File: src/sv/lgrid_pkg.sv
// shared constants and command codes for the life automaton grid
package lgrid_pkg;

  localparam int MAX_ROWS_DEF = 32;
  localparam int MAX_COLS_DEF = 32;

  localparam int CMD_W = 2;
  localparam int IDX_W = 5;
  localparam int CELLS_W = 32;
  localparam int REG_W = 6;
  localparam int REG_IDX_W = 2;
  localparam int IN_TDATA_W = 40;
  localparam int OUT_TDATA_W = 40;

  localparam logic [CMD_W-1:0] CMD_LOAD = 2'd0;
  localparam logic [CMD_W-1:0] CMD_STEP = 2'd1;
  localparam logic [CMD_W-1:0] CMD_READ = 2'd2;

  localparam logic [REG_IDX_W-1:0] REG_ROWS = 2'd0;
  localparam logic [REG_IDX_W-1:0] REG_COLS = 2'd1;

  localparam logic [REG_W-1:0] ROWS_RESET = 6'd32;
  localparam logic [REG_W-1:0] COLS_RESET = 6'd32;

  localparam logic [3:0] LIFE_BIRTH = 4'd3;
  localparam logic [3:0] LIFE_KEEP = 4'd2;

endpackage

File: src/sv/life_automaton_grid.sv
// top level: grid memory, command handling and the generation sweep
//
// Input channel s_*: one item is a command. Load writes one row, step
// advances the whole grid one generation, read returns one row on m_*.
// Load and step give no output item; command 3 is dropped.
// Config channel cfg_*: index 0 sets rows_in_use, index 1 cols_in_use;
// cfg_ready is always high; writes must be made while the block is idle, which the block does not enforce.
// A load leaves s_tready high, so the next item may follow at once.
// A read registers the row, then moves it into the output register and raises
// m_tvalid once that register is free; s_tready is low in the read state.
// A step sweeps the rows through a three-row window, one row of all
// columns a cycle through the lanes, and keeps s_tready low until the
// sweep ends: it first fills the window, then fetches each row while the
// row two above it is written back.
// s_tready is high only between commands.
// Reset clears the per-row valid bits (all cells read as dead) and m_tvalid
// and sets both size registers to 32; there is no clearing pass.
// A stalled m_tready holds the read item in the output register; loads
// and steps go on meanwhile, a second read waits for the register.
module life_automaton_grid
  import lgrid_pkg::*;
#(
  parameter int MAX_ROWS = MAX_ROWS_DEF,
  parameter int MAX_COLS = MAX_COLS_DEF
) (
  input  logic                   clk,
  input  logic                   rst,
  input  logic                   s_tvalid,
  output logic                   s_tready,
  input  logic [IN_TDATA_W-1:0]  s_tdata,   // command[1:0], row_index[6:2], row_cells[38:7]
  output logic                   m_tvalid,
  input  logic                   m_tready,
  output logic [OUT_TDATA_W-1:0] m_tdata,   // out_row_index[4:0], out_row_cells[36:5]
  input  logic                   cfg_valid,
  output logic                   cfg_ready,
  input  logic [REG_IDX_W-1:0]   cfg_index,
  input  logic [REG_W-1:0]       cfg_data
);

  localparam int AW = $clog2(MAX_ROWS);
  localparam int CNT_W = $clog2(MAX_ROWS + 2);
  localparam int WIDE_W = 10;

  localparam logic [1:0] ST_IDLE = 2'd0;
  localparam logic [1:0] ST_GEN  = 2'd1;
  localparam logic [1:0] ST_READ = 2'd2;

  logic [1:0] state, state_next;
  logic [REG_W-1:0] rows_in_use;
  logic [REG_W-1:0] cols_in_use;
  logic [CNT_W-1:0] cnt;

  logic [MAX_COLS-1:0] mem [MAX_ROWS];
  logic [MAX_ROWS-1:0] row_valid;
  logic [MAX_COLS-1:0] rd_data;
  logic                rd_en;
  logic [AW-1:0]       rd_addr;
  logic                mem_we;
  logic [AW-1:0]       wr_addr;
  logic [MAX_COLS-1:0] wr_data;

  logic [MAX_COLS-1:0] win_above;
  logic [MAX_COLS-1:0] win_here;
  logic [MAX_COLS-1:0] win_below;
  logic [MAX_COLS-1:0] area;
  logic [MAX_COLS-1:0] new_row;

  logic [IDX_W-1:0] rd_row;
  logic             rd_ok;

  logic [CMD_W-1:0]   in_cmd;
  logic [IDX_W-1:0]   in_row;
  logic [CELLS_W-1:0] in_cells;
  logic               in_take;
  logic [WIDE_W-1:0]  in_row_wide;
  logic               in_row_ok;
  logic [AW-1:0]      in_addr;
  logic [63:0]        in_cells_wide;
  logic [63:0]        rd_data_wide;

  logic [WIDE_W-1:0] nr_wide;
  logic [CNT_W-1:0]  nr;
  logic [CNT_W-1:0]  cnt_m2;
  logic              out_free;

  assign in_cmd   = s_tdata[1:0];
  assign in_row   = s_tdata[6:2];
  assign in_cells = s_tdata[38:7];

  assign s_tready  = (state == ST_IDLE);
  assign cfg_ready = 1'b1;
  assign in_take   = s_tvalid && s_tready;

  assign in_row_wide   = WIDE_W'(in_row);
  assign in_row_ok     = in_row_wide < WIDE_W'(MAX_ROWS);
  assign in_addr       = in_row_wide[AW-1:0];
  assign in_cells_wide = 64'(in_cells);

  // rows taking part, clipped to the grid
  assign nr_wide = (WIDE_W'(rows_in_use) < WIDE_W'(MAX_ROWS)) ?
                   WIDE_W'(rows_in_use) : WIDE_W'(MAX_ROWS);
  assign nr      = nr_wide[CNT_W-1:0];
  assign cnt_m2  = cnt - CNT_W'(2);

  for (genvar j = 0; j < MAX_COLS; j++) begin : g_area
    assign area[j] = 7'(j) < 7'(cols_in_use);
  end

  assign win_below = (cnt <= nr) ? rd_data : '0;

  lgrid_row #(.COLS(MAX_COLS)) u_row (
    .above   (win_above),
    .here    (win_here),
    .below   (win_below),
    .area    (area),
    .new_row (new_row)
  );

  assign out_free = !m_tvalid || m_tready;

  always_comb begin
    state_next = state;
    rd_en = 1'b0;
    rd_addr = in_addr;
    mem_we = 1'b0;
    wr_addr = in_addr;
    wr_data = in_cells_wide[MAX_COLS-1:0];
    case (state)
      ST_IDLE: begin
        if (in_take) begin
          case (in_cmd)
            CMD_LOAD: mem_we = in_row_ok;
            CMD_STEP: state_next = ST_GEN;
            CMD_READ: begin
              rd_en = 1'b1;
              state_next = ST_READ;
            end
            default: state_next = ST_IDLE;
          endcase
        end
      end
      ST_GEN: begin
        // row cnt is fetched while row cnt-2 is written back
        rd_en = cnt < nr;
        rd_addr = cnt[AW-1:0];
        mem_we = cnt >= CNT_W'(2);
        wr_addr = cnt_m2[AW-1:0];
        wr_data = new_row;
        if (cnt == CNT_W'(nr + CNT_W'(1))) begin
          state_next = ST_IDLE;
        end
      end
      ST_READ: begin
        if (out_free) begin
          state_next = ST_IDLE;
        end
      end
      default: state_next = ST_IDLE;
    endcase
  end

  // grid memory, rows not yet written read as dead
  always_ff @(posedge clk) begin
    if (mem_we) begin
      mem[wr_addr] <= wr_data;
    end
    if (rd_en) begin
      rd_data <= row_valid[rd_addr] ? mem[rd_addr] : '0;
    end
  end

  always_ff @(posedge clk) begin
    if (rst) begin
      row_valid <= '0;
    end else if (mem_we) begin
      row_valid[wr_addr] <= 1'b1;
    end
  end

  always_ff @(posedge clk) begin
    if (rst) begin
      state <= ST_IDLE;
      cnt <= '0;
      rows_in_use <= ROWS_RESET;
      cols_in_use <= COLS_RESET;
    end else begin
      state <= state_next;
      if (state == ST_GEN) begin
        cnt <= cnt + CNT_W'(1);
      end else begin
        cnt <= '0;
      end
      if (cfg_valid && cfg_ready) begin
        if (cfg_index == REG_ROWS) begin
          rows_in_use <= cfg_data;
        end else if (cfg_index == REG_COLS) begin
          cols_in_use <= cfg_data;
        end
      end
    end
  end

  // three-row window of the sweep
  always_ff @(posedge clk) begin
    if (state == ST_IDLE) begin
      win_above <= '0;
      win_here <= '0;
    end else if (state == ST_GEN && cnt != '0) begin
      win_above <= win_here;
      win_here <= win_below;
    end
  end

  always_ff @(posedge clk) begin
    if (in_take && in_cmd == CMD_READ) begin
      rd_row <= in_row;
      rd_ok <= in_row_ok;
    end
  end

  assign rd_data_wide = 64'(rd_data);

  always_ff @(posedge clk) begin
    if (rst) begin
      m_tvalid <= 1'b0;
    end else if (state == ST_READ && out_free) begin
      m_tvalid <= 1'b1;
    end else if (m_tready) begin
      m_tvalid <= 1'b0;
    end
  end

  always_ff @(posedge clk) begin
    if (state == ST_READ && out_free) begin
      m_tdata <= {3'b000, (rd_ok ? rd_data_wide[CELLS_W-1:0] : CELLS_W'(0)), rd_row};
    end
  end

  a_gen_write_in_range: assert property (@(posedge clk) disable iff (rst)
    (state == ST_GEN && mem_we) |-> (cnt_m2 < nr))
    else $error("sweep writes a row outside the rows in use");

  a_gen_count_bound: assert property (@(posedge clk) disable iff (rst)
    (state == ST_GEN) |-> (cnt <= CNT_W'(nr + CNT_W'(1))))
    else $error("sweep counter ran past its end");

  a_read_goes_out: assert property (@(posedge clk) disable iff (rst)
    (in_take && in_cmd == CMD_READ) |=> (state == ST_READ))
    else $error("read item did not enter the read state");

  a_out_from_read: assert property (@(posedge clk) disable iff (rst)
    $rose(m_tvalid) |-> ($past(state) == ST_READ))
    else $error("output item raised outside a read");

  a_no_read_write_clash: assert property (@(posedge clk) disable iff (rst)
    (rd_en && mem_we) |-> (rd_addr != wr_addr))
    else $error("grid memory read and written at one row");

endmodule

File: src/sv/lgrid_lane.sv
// one cell lane: counts the eight neighbours and applies the b3/s23 rule
module lgrid_lane
  import lgrid_pkg::*;
(
  input  logic [7:0] nbr,
  input  logic       alive,
  output logic       next_alive
);

  logic [3:0] live_cnt;

  always_comb begin
    live_cnt = 4'(nbr[0]) + 4'(nbr[1]) + 4'(nbr[2]) + 4'(nbr[3])
             + 4'(nbr[4]) + 4'(nbr[5]) + 4'(nbr[6]) + 4'(nbr[7]);
    next_alive = (live_cnt == LIFE_BIRTH) || (alive && (live_cnt == LIFE_KEEP));
  end

endmodule

File: src/sv/lgrid_row.sv
// row of cell lanes and the merge of their results into one new grid row
module lgrid_row
  import lgrid_pkg::*;
#(
  parameter int COLS = MAX_COLS_DEF
) (
  input  logic [COLS-1:0] above,
  input  logic [COLS-1:0] here,
  input  logic [COLS-1:0] below,
  input  logic [COLS-1:0] area,
  output logic [COLS-1:0] new_row
);

  logic [COLS+1:0] pad_above;
  logic [COLS+1:0] pad_here;
  logic [COLS+1:0] pad_below;
  logic [COLS-1:0] fresh;

  // cells outside the area and beyond the edges count as dead
  assign pad_above = {1'b0, above & area, 1'b0};
  assign pad_here  = {1'b0, here & area, 1'b0};
  assign pad_below = {1'b0, below & area, 1'b0};

  for (genvar j = 0; j < COLS; j++) begin : g_lane
    lgrid_lane u_lane (
      .nbr        ({pad_above[j+2:j], pad_here[j+2], pad_here[j], pad_below[j+2:j]}),
      .alive      (pad_here[j+1]),
      .next_alive (fresh[j])
    );
  end

  // columns outside the area keep what they hold
  assign new_row = (here & ~area) | (fresh & area);

endmodule
File: config.mk
export PLATFORM = sky130hd
export DESIGN_NAME = life_automaton_grid
export DESIGN_NICKNAME = d
export VERILOG_FILES = /design/src/sv/lgrid_pkg.sv /design/src/sv/life_automaton_grid.sv /design/src/sv/lgrid_lane.sv /design/src/sv/lgrid_row.sv
export SDC_FILE = /design/constraint.sdc
export NUM_CORES = 2
export LEC_CHECK = 0
export ABC_AREA = 0
export BUFFER_PORTS_ARGS = -buffer_cell sky130_fd_sc_hd__buf_2
export CORE_ASPECT_RATIO = 0.5
export CORE_MARGIN = 2
export CORE_UTILIZATION = 35
export DETAILED_ROUTE_END_ITERATION = 12
export PLACE_DENSITY = 0.51
export SYNTH_ARGS = -nofsm -noshare
export SYNTH_HDL_FRONTEND = slang
export SYNTH_SLANG_ARGS = --single-unit
File: constraint.sdc
create_clock -name clk -period 17.05 [get_ports clk]
set_clock_uncertainty 0.05 [all_clocks]
set_input_delay 3.41 -clock clk [delete_from_list [all_inputs] [get_ports clk]]
set_output_delay 3.41 -clock clk [all_outputs]
set_load 0.01 [all_outputs]
== Yosys cells after proc, flatten, opt, wreduce, memory -nomap -nowiden ==
Memory sizes are Yosys's and may differ from the RTL's. A register that Yosys moved wholly into a read port is not among the register bits.
Index checks and enable logic that the tools add are counted.

* $add $sub $neg: 220
* $lt $le $gt $ge: 40
* Equal/unequal tests: 74
* Muxes and demuxes: 24
* Bitwise logic cells: 10
* Reduce and logical (&&, ||, !) cells: 81

{| class="wikitable"
|+ Operators with widths
! kind !! number
|-
| adder 4 x 1 -> 4 bit || 186
|-
| == test 4 x 2 -> 1 bit, second input constant || 64
|-
| bitwise AND 32 bit || 5
|-
| < comparator 5 x 6 -> 1 bit, first input constant || 16
|-
| 2-to-1 mux 32 bit || 2
|-
| bitwise OR 32 bit || 2
|-
| adder 1 x 1 -> 2 bit || 31
|-
| < comparator 4 x 6 -> 1 bit, first input constant || 8
|-
| logical AND 1 bit || 37
|-
| logical OR 1 bit || 33
|-
| NOT 32 bit || 1
|-
| < comparator 3 x 6 -> 1 bit, first input constant || 4
|-
| < comparator 5 x 6 -> 1 bit, second input constant || 3
|-
| adder 6 x 1 -> 6 bit, second input constant || 2
|-
| < comparator 1 x 6 -> 1 bit, first input constant || 2
|-
| < comparator 2 x 6 -> 1 bit, first input constant || 2
|-
| case mux 2 bit (3 select lines) || 2
|-
| 2-to-1 mux 1 bit || 10
|-
| 2-to-1 mux 5 bit || 2
|-
| == test 2 x 1 -> 1 bit, second input constant || 3
|-
| == test 6 bit || 1
|-
| >= comparator 6 x 2 -> 1 bit, second input constant || 1
|-
| <= comparator 6 bit || 1
|-
| zero test 2 bit || 3
|-
| other kinds (20) || 28
|}

* Flip-flop bits (word level): 160
* Bits in writable memories: 1,024
* Input port bits: 53
* Output and inout port bits: 43
* Logic and storage cells: 462
* Memories kept: 1

{| class="wikitable"
|+ Memory list
! memory !! depth !! width !! rd ports !! clocked after memory_dff !! wr ports !! line !! source
|-
| mem || 32 || 32 || 1 || 1 || 1 || life_automaton_grid.sv:53 || <nowiki>logic [MAX_COLS-1:0] mem [MAX_ROWS];</nowiki>
|}

== Depth between registers and ports, before layout ==
* Depth in word-level cells: 18
* Mapped depth: 23
* Depth with buffers taken out: 21

== Cells and area by module ==
Synthesis repeated with hierarchy kept, for this count alone.

* Cells, all modules: 5,780
* Area total of the unflattened synthesis: 66,043.3 um2

{| class="wikitable"
|+ By module, submodules not included
! module !! times used !! cells each !! area each (um2) !! sequential area each (um2)
|-
| life_automaton_grid || 1 || 4,915 || 58,777.6 || 35,313.9
|-
| lgrid_lane (u_row.g_lane[0].u_lane ...) || 23 || 23 || 185.2 || 0.0
|-
| lgrid_lane (u_row.g_lane[2].u_lane ...) || 9 || 23 || 200.2 || 0.0
|-
| lgrid_row || 1 || 129 || 1,204.9 || 0.0
|}

== Worst setup path after synthesis ==
OpenSTA, ideal clock, no wires.

* Path type: register to register
* From: register rows_in_use[5]
* To: memory mem[0][30] in the netlist's numbering, data pin
* Setup time: 0.454 ns
* Data arrival time: 6.021 ns
* Data required time: 16.546 ns
* Setup slack: 10.525 ns
* Stages on the path, launching flop included: 22
* Path buffers: 1
* Period minus slack after synthesis: 6.525 ns
* Path through: dfxtp_1 > inv_1 > nand2_1 > ha_1 > a21o_1 > a21oi_1 > o221ai_1 > o21ai_1 > clkbuf_1 > nand2_1 > nor2_1 > ha_1 > fa_1 > fa_1 > inv_1 > fa_1 > fa_1 > nor3_1 > mux2i_1 > o21ai_0 > o21ai_0 > o21ai_0

* Word-level cells in the longest chain between the ends: 18
* Elaborated cells on any way between the ends: 19
* Those cells by class: add/sub: 7; order compare: 2; eq/ne: 2; mux: 3; bitwise: 3; reduce/logical: 2

{| class="wikitable"
|+ Ends and longest elaborated chain
! what !! line !! source
|-
| from (decl) || life_automaton_grid.sv:49 || <nowiki>logic [REG_W-1:0] rows_in_use;</nowiki>
|-
| from (signal assigned) || life_automaton_grid.sv:195 || <nowiki>rows_in_use <= cfg_data;</nowiki>
|-
| < comparator 6 bit || life_automaton_grid.sv:100 || <nowiki>assign nr_wide = (WIDE_W'(rows_in_use) < WIDE_W'(MAX_ROWS)) ?</nowiki>
|-
| 2-to-1 mux 6 bit * || life_automaton_grid.sv:100 ||
|-
| <= comparator 6 bit * || life_automaton_grid.sv:109 || <nowiki>assign win_below = (cnt <= nr) ? rd_data : '0;</nowiki>
|-
| 2-to-1 mux 32 bit * || life_automaton_grid.sv:109 ||
|-
| bitwise AND 32 bit * || lgrid_row.sv:22 || <nowiki>assign pad_below = {1'b0, below & area, 1'b0};</nowiki>
|-
| adder 1 x 1 -> 2 bit || lgrid_lane.sv:13 || <nowiki>live_cnt = 4'(nbr[0]) + 4'(nbr[1]) + 4'(nbr[2]) + 4'(nbr[3])</nowiki>
|-
| adder 4 x 1 -> 4 bit * (2 in series) || lgrid_lane.sv:13 ||
|-
| adder 4 x 1 -> 4 bit * (4 in series) || lgrid_lane.sv:14 || <nowiki>+ 4'(nbr[4]) + 4'(nbr[5]) + 4'(nbr[6]) + 4'(nbr[7]);</nowiki>
|-
| == test 4 x 2 -> 1 bit || lgrid_lane.sv:15 || <nowiki>next_alive = (live_cnt == LIFE_BIRTH) || (alive && (live_cnt == LIFE_KEEP));</nowiki>
|-
| logical AND 1 bit || lgrid_lane.sv:15 ||
|-
| logical OR 1 bit * || lgrid_lane.sv:15 ||
|-
| bitwise AND 32 bit * || lgrid_row.sv:33 || <nowiki>assign new_row = (here & ~area) | (fresh & area);</nowiki>
|-
| bitwise OR 32 bit * || lgrid_row.sv:33 ||
|-
| 2-to-1 mux 32 bit * || life_automaton_grid.sv:128 || <nowiki>case (state)</nowiki>
|-
| named net wr_data[30] || life_automaton_grid.sv:60 || <nowiki>logic [MAX_COLS-1:0] wr_data;</nowiki>
|-
| to (decl) || life_automaton_grid.sv:53 ||
|}

The timed path passes the listed nets; every way through them passes the cells marked *.

== Worst setup path after layout ==
* From: input s_tdata[2]
* To: register rd_data[20], read port of mem, data pin

* Word-level cells in the longest chain between the ends: 4

{| class="wikitable"
|+ Ends and longest elaborated chain
! what !! line !! source
|-
| from (decl) || life_automaton_grid.sv:30 || <nowiki>input logic [IN_TDATA_W-1:0] s_tdata,</nowiki>
|-
| 2-to-1 mux 5 bit * || life_automaton_grid.sv:128 ||
|-
| binary-select mux 1 bit (select 5 bit) || life_automaton_grid.sv:168 || <nowiki>rd_data <= row_valid[rd_addr] ? mem[rd_addr] : '0;</nowiki>
|-
| 2-to-1 mux 1 bit (implied by the code) || life_automaton_grid.sv:168 ||
|-
| zero test 1 bit (no source line) || n/a ||
|-
| to (decl) || life_automaton_grid.sv:55 || <nowiki>logic [MAX_COLS-1:0] rd_data;</nowiki>
|}

Mark *: on every way between the ends. The rest lies on a longest branch, timed or not. The select of a mux whose other input is x is not followed.
A chain may end at the register's enable or synchronous reset.

==> reports/results.txt <==
Area fraction in compound gates after synthesis - 9.88%
Clock root cell - clkbuf_16
Count leader, synth - edfxtp_1
Post-CTS Setup Inserts - 0
H-tree levels - 3
Final worst slack - 9.05 ns
Cell variety after synth - 60
Kind of end point of the critical path - register
Fmax achieved - 0.125 GHz
Max transition margin - 10.8%
Hold path start - rd_row[0]
Max-slew violations - 0
Util after Layout - 39.0%
R2R Path Start - cnt[3]
Synth Instances - 5,535
Final Critical Period - 8.00 ns
I/O Pins - 96
DR iter-0 viols - 4,018
Post-synth EDFFs - 1,098
Syn_area_per_cell - 11.6 um2
RSZ-0062 raised after global routing - no
Top post-synthesis cells by count - edfxtp_1, mux2i_1, nor2_1
CTS tree - done
Congestion Overflow GR - 0
Largest family of logic cells by synthesized area - multiplexers
Setup TNS - 0 ns
Startpoint types - input port
R2R Setup Slk - 10.09 ns
Dpl hpwl - 114,000 um
Num CTS Buffers - 121
Post-synthesis mux area share - 12.7%
CP required - 17.57 ns
Total track usage - 21.1%
Core Footprint - 0.183 mm2
RR Endpoint - mem[5][27]
Leakage - 0.0236 uW
Asr flop ratio synth - 0%
WHS - 0.369 ns
Routability cong. - 0.825
Clock-pin slew of the registers on the worst-case setup and hold paths - 0.06 ns
Tot Pwr - 6790 uW
Synth Area in Adders - 5.90%
Drt drc - 0
Ys flop type - edfxtp_1
Routed length per placed instance - 25.3 um
CP Max Fanout - 152
Synthesis-to-finish area growth - 10.8%
Terminating pin of the worst hold path - m_tdata[0]
Starting Density - 35.2%
Hold-fix buffers, CTS - 0
# rows - 111
Input/output buffers - 90
Power per cell area - 95.3 mW/mm2
DR vias - 45,200
Cell Area, Synth - 0.0644 mm2
Status - finished, final reports clean
Routed WL - 202,000 um
Worst vdd ir - 0.0831 mV
Layout cells sized above 1 - 8.28%
Die area - 0.188 mm2
Yosys warns - 0
Place WS - 8.44 ns
Number of setup violations in the final report - 0
Die W - 610 um
Final hold vios - 0
Worst Hold Class - register to register
Vias/cell - 5.65
Final period util - 46.9%
Worst Max-Slew Pin Slew - 1.34 ns
Max-Cap Viols - 0
Initial DRT Pass Iterations - 6
Simple-Gate Fraction of Synth Area - 12.7%
Die Span Y - 307 um
First-pass GRT wire length - 292,000 um
# clock sinks - 1,215
Final ANT Viol Nets - 0
Initial antenna violation count - 14
Cell taking the most area after synthesis - edfxtp_1
Yosys top cell area share - 51.2%
Vias in the first global route - 43,700
Critical path class - input port to register
Arrival @ worst endpoint - 8.52 ns
R2R depth - 20
Clk Latency, worst-skew pair - 0.78 ns
CTS resizes - 0
Xor/xnor share of the synthesized area - 0.150%
Largest net degree at the start of global routing - 153
Fin nets - 5,744
Hold path cells - 0
Seq cells post-synth - 1,215
Register area share after synthesis - 54.9%
Largest cells by area after synthesis - edfxtp_1, mux2i_1, nor2_1, fa_1, dfxtp_1
Max clock buf depth - 3
## kinds of logic after synthesis
logic type | after synthesis
simple gates | 1694
buf+inv | 548
compound gates | 1021
flops | 1215
other cells | 2
xor+xnor | 11
mux | 815
fa+ha+maj | 229
## layout make-up
class	count	area (um2)
multi-input cells	3774	27100
clock buffers	150	3230
inverters	146	548
fillers	17300	112000
well taps	2429	3040
flip-flops and latches	1215	35300
repair buffers	204	1400
clock inverters	76	653
diodes	10	25.0
## critical path: stages
cell	delay, ns
buf_8	0.51
buf_4	0.77
buf_12	0.56
buf_12	0.66
buf_4	0.65
mux2i_1	0.15
nor2_1	0.11
nor3_1	0.06
nor4_1	0.40
o22ai_1	0.24
nor4bb_1	0.35
## routing by layer
metal	global-route usage (%)	vias to the layer above	share of wire, %
met3	2.99	308	6.5
met1	30.3	23100	46
li1	-	20400	-
met5	0	-	0
met2	33.3	1443	45
met4	5.53	0	2.6
## placed cells by master, fill, tap and decap left out, types with 12 or more instances in the layout
cell type,n
nor2_4,33
o21ai_0,54
a2111oi_0,22
clkinv_1,33
a21oi_1,404
mux2i_1,815
buf_2,89
nand3_1,40
nand2_1,180
ha_1,105
inv_1,145
and3_1,19
o22ai_1,170
clkbuf_1,21
a211oi_1,253
nor2b_1,305
clkbuf_16,122
and2_1,30
o21bai_1,32
fa_1,124
nor4_1,67
nor3_1,279
o21ai_2,15
nand2b_1,12
nor2_1,668
clkinv_2,26
edfxtp_1,1098
nor4bb_1,24
dfxtp_1,116
buf_4,107
## registers in the layout, indices dropped and copies added, names as in the netlist
signal	cells
cnt	6
cols_in_use	6
m_tdata	37
m_tvalid	1
mem	1024
rd_data	32
rd_row	5
row_valid	32
rows_in_use	6
state	2
win_above	32
win_here	32
## metrics by stage
step	cell area (um2)	std cells
floorplan	64400	5537
global placement	67400	7768
detailed placement	67400	7768
CTS	71300	7994
global route	71300	7995
finish	71300	8004
## report_power, final
part           total [uW]  switching [uW]  leakage, uW  internal, uW
registers            3330            34.1       0.0109          3290
clock network        2670            1200      0.00191          1470
logic                 792             533       0.0108           259
total                6790            1770       0.0236          5030
## worst max-delay path by stage
stage	cells after the start	slack, ns	startpoint	to
3_3_place_gp	11	8.49	s_tdata[2]	rd_data[20]
4_1_cts	11	9.25	s_tdata[2]	rd_data[20]
2_1_floorplan	21	10.53	rows_in_use[5]	mem[0][30]
3_5_place_dp	11	8.44	s_tdata[2]	rd_data[20]
5_1_grt	11	8.93	s_tdata[2]	rd_data[20]
6_report	11	9.05	s_tdata[2]	rd_data[20]
Power figures use the tool's default switching activity.
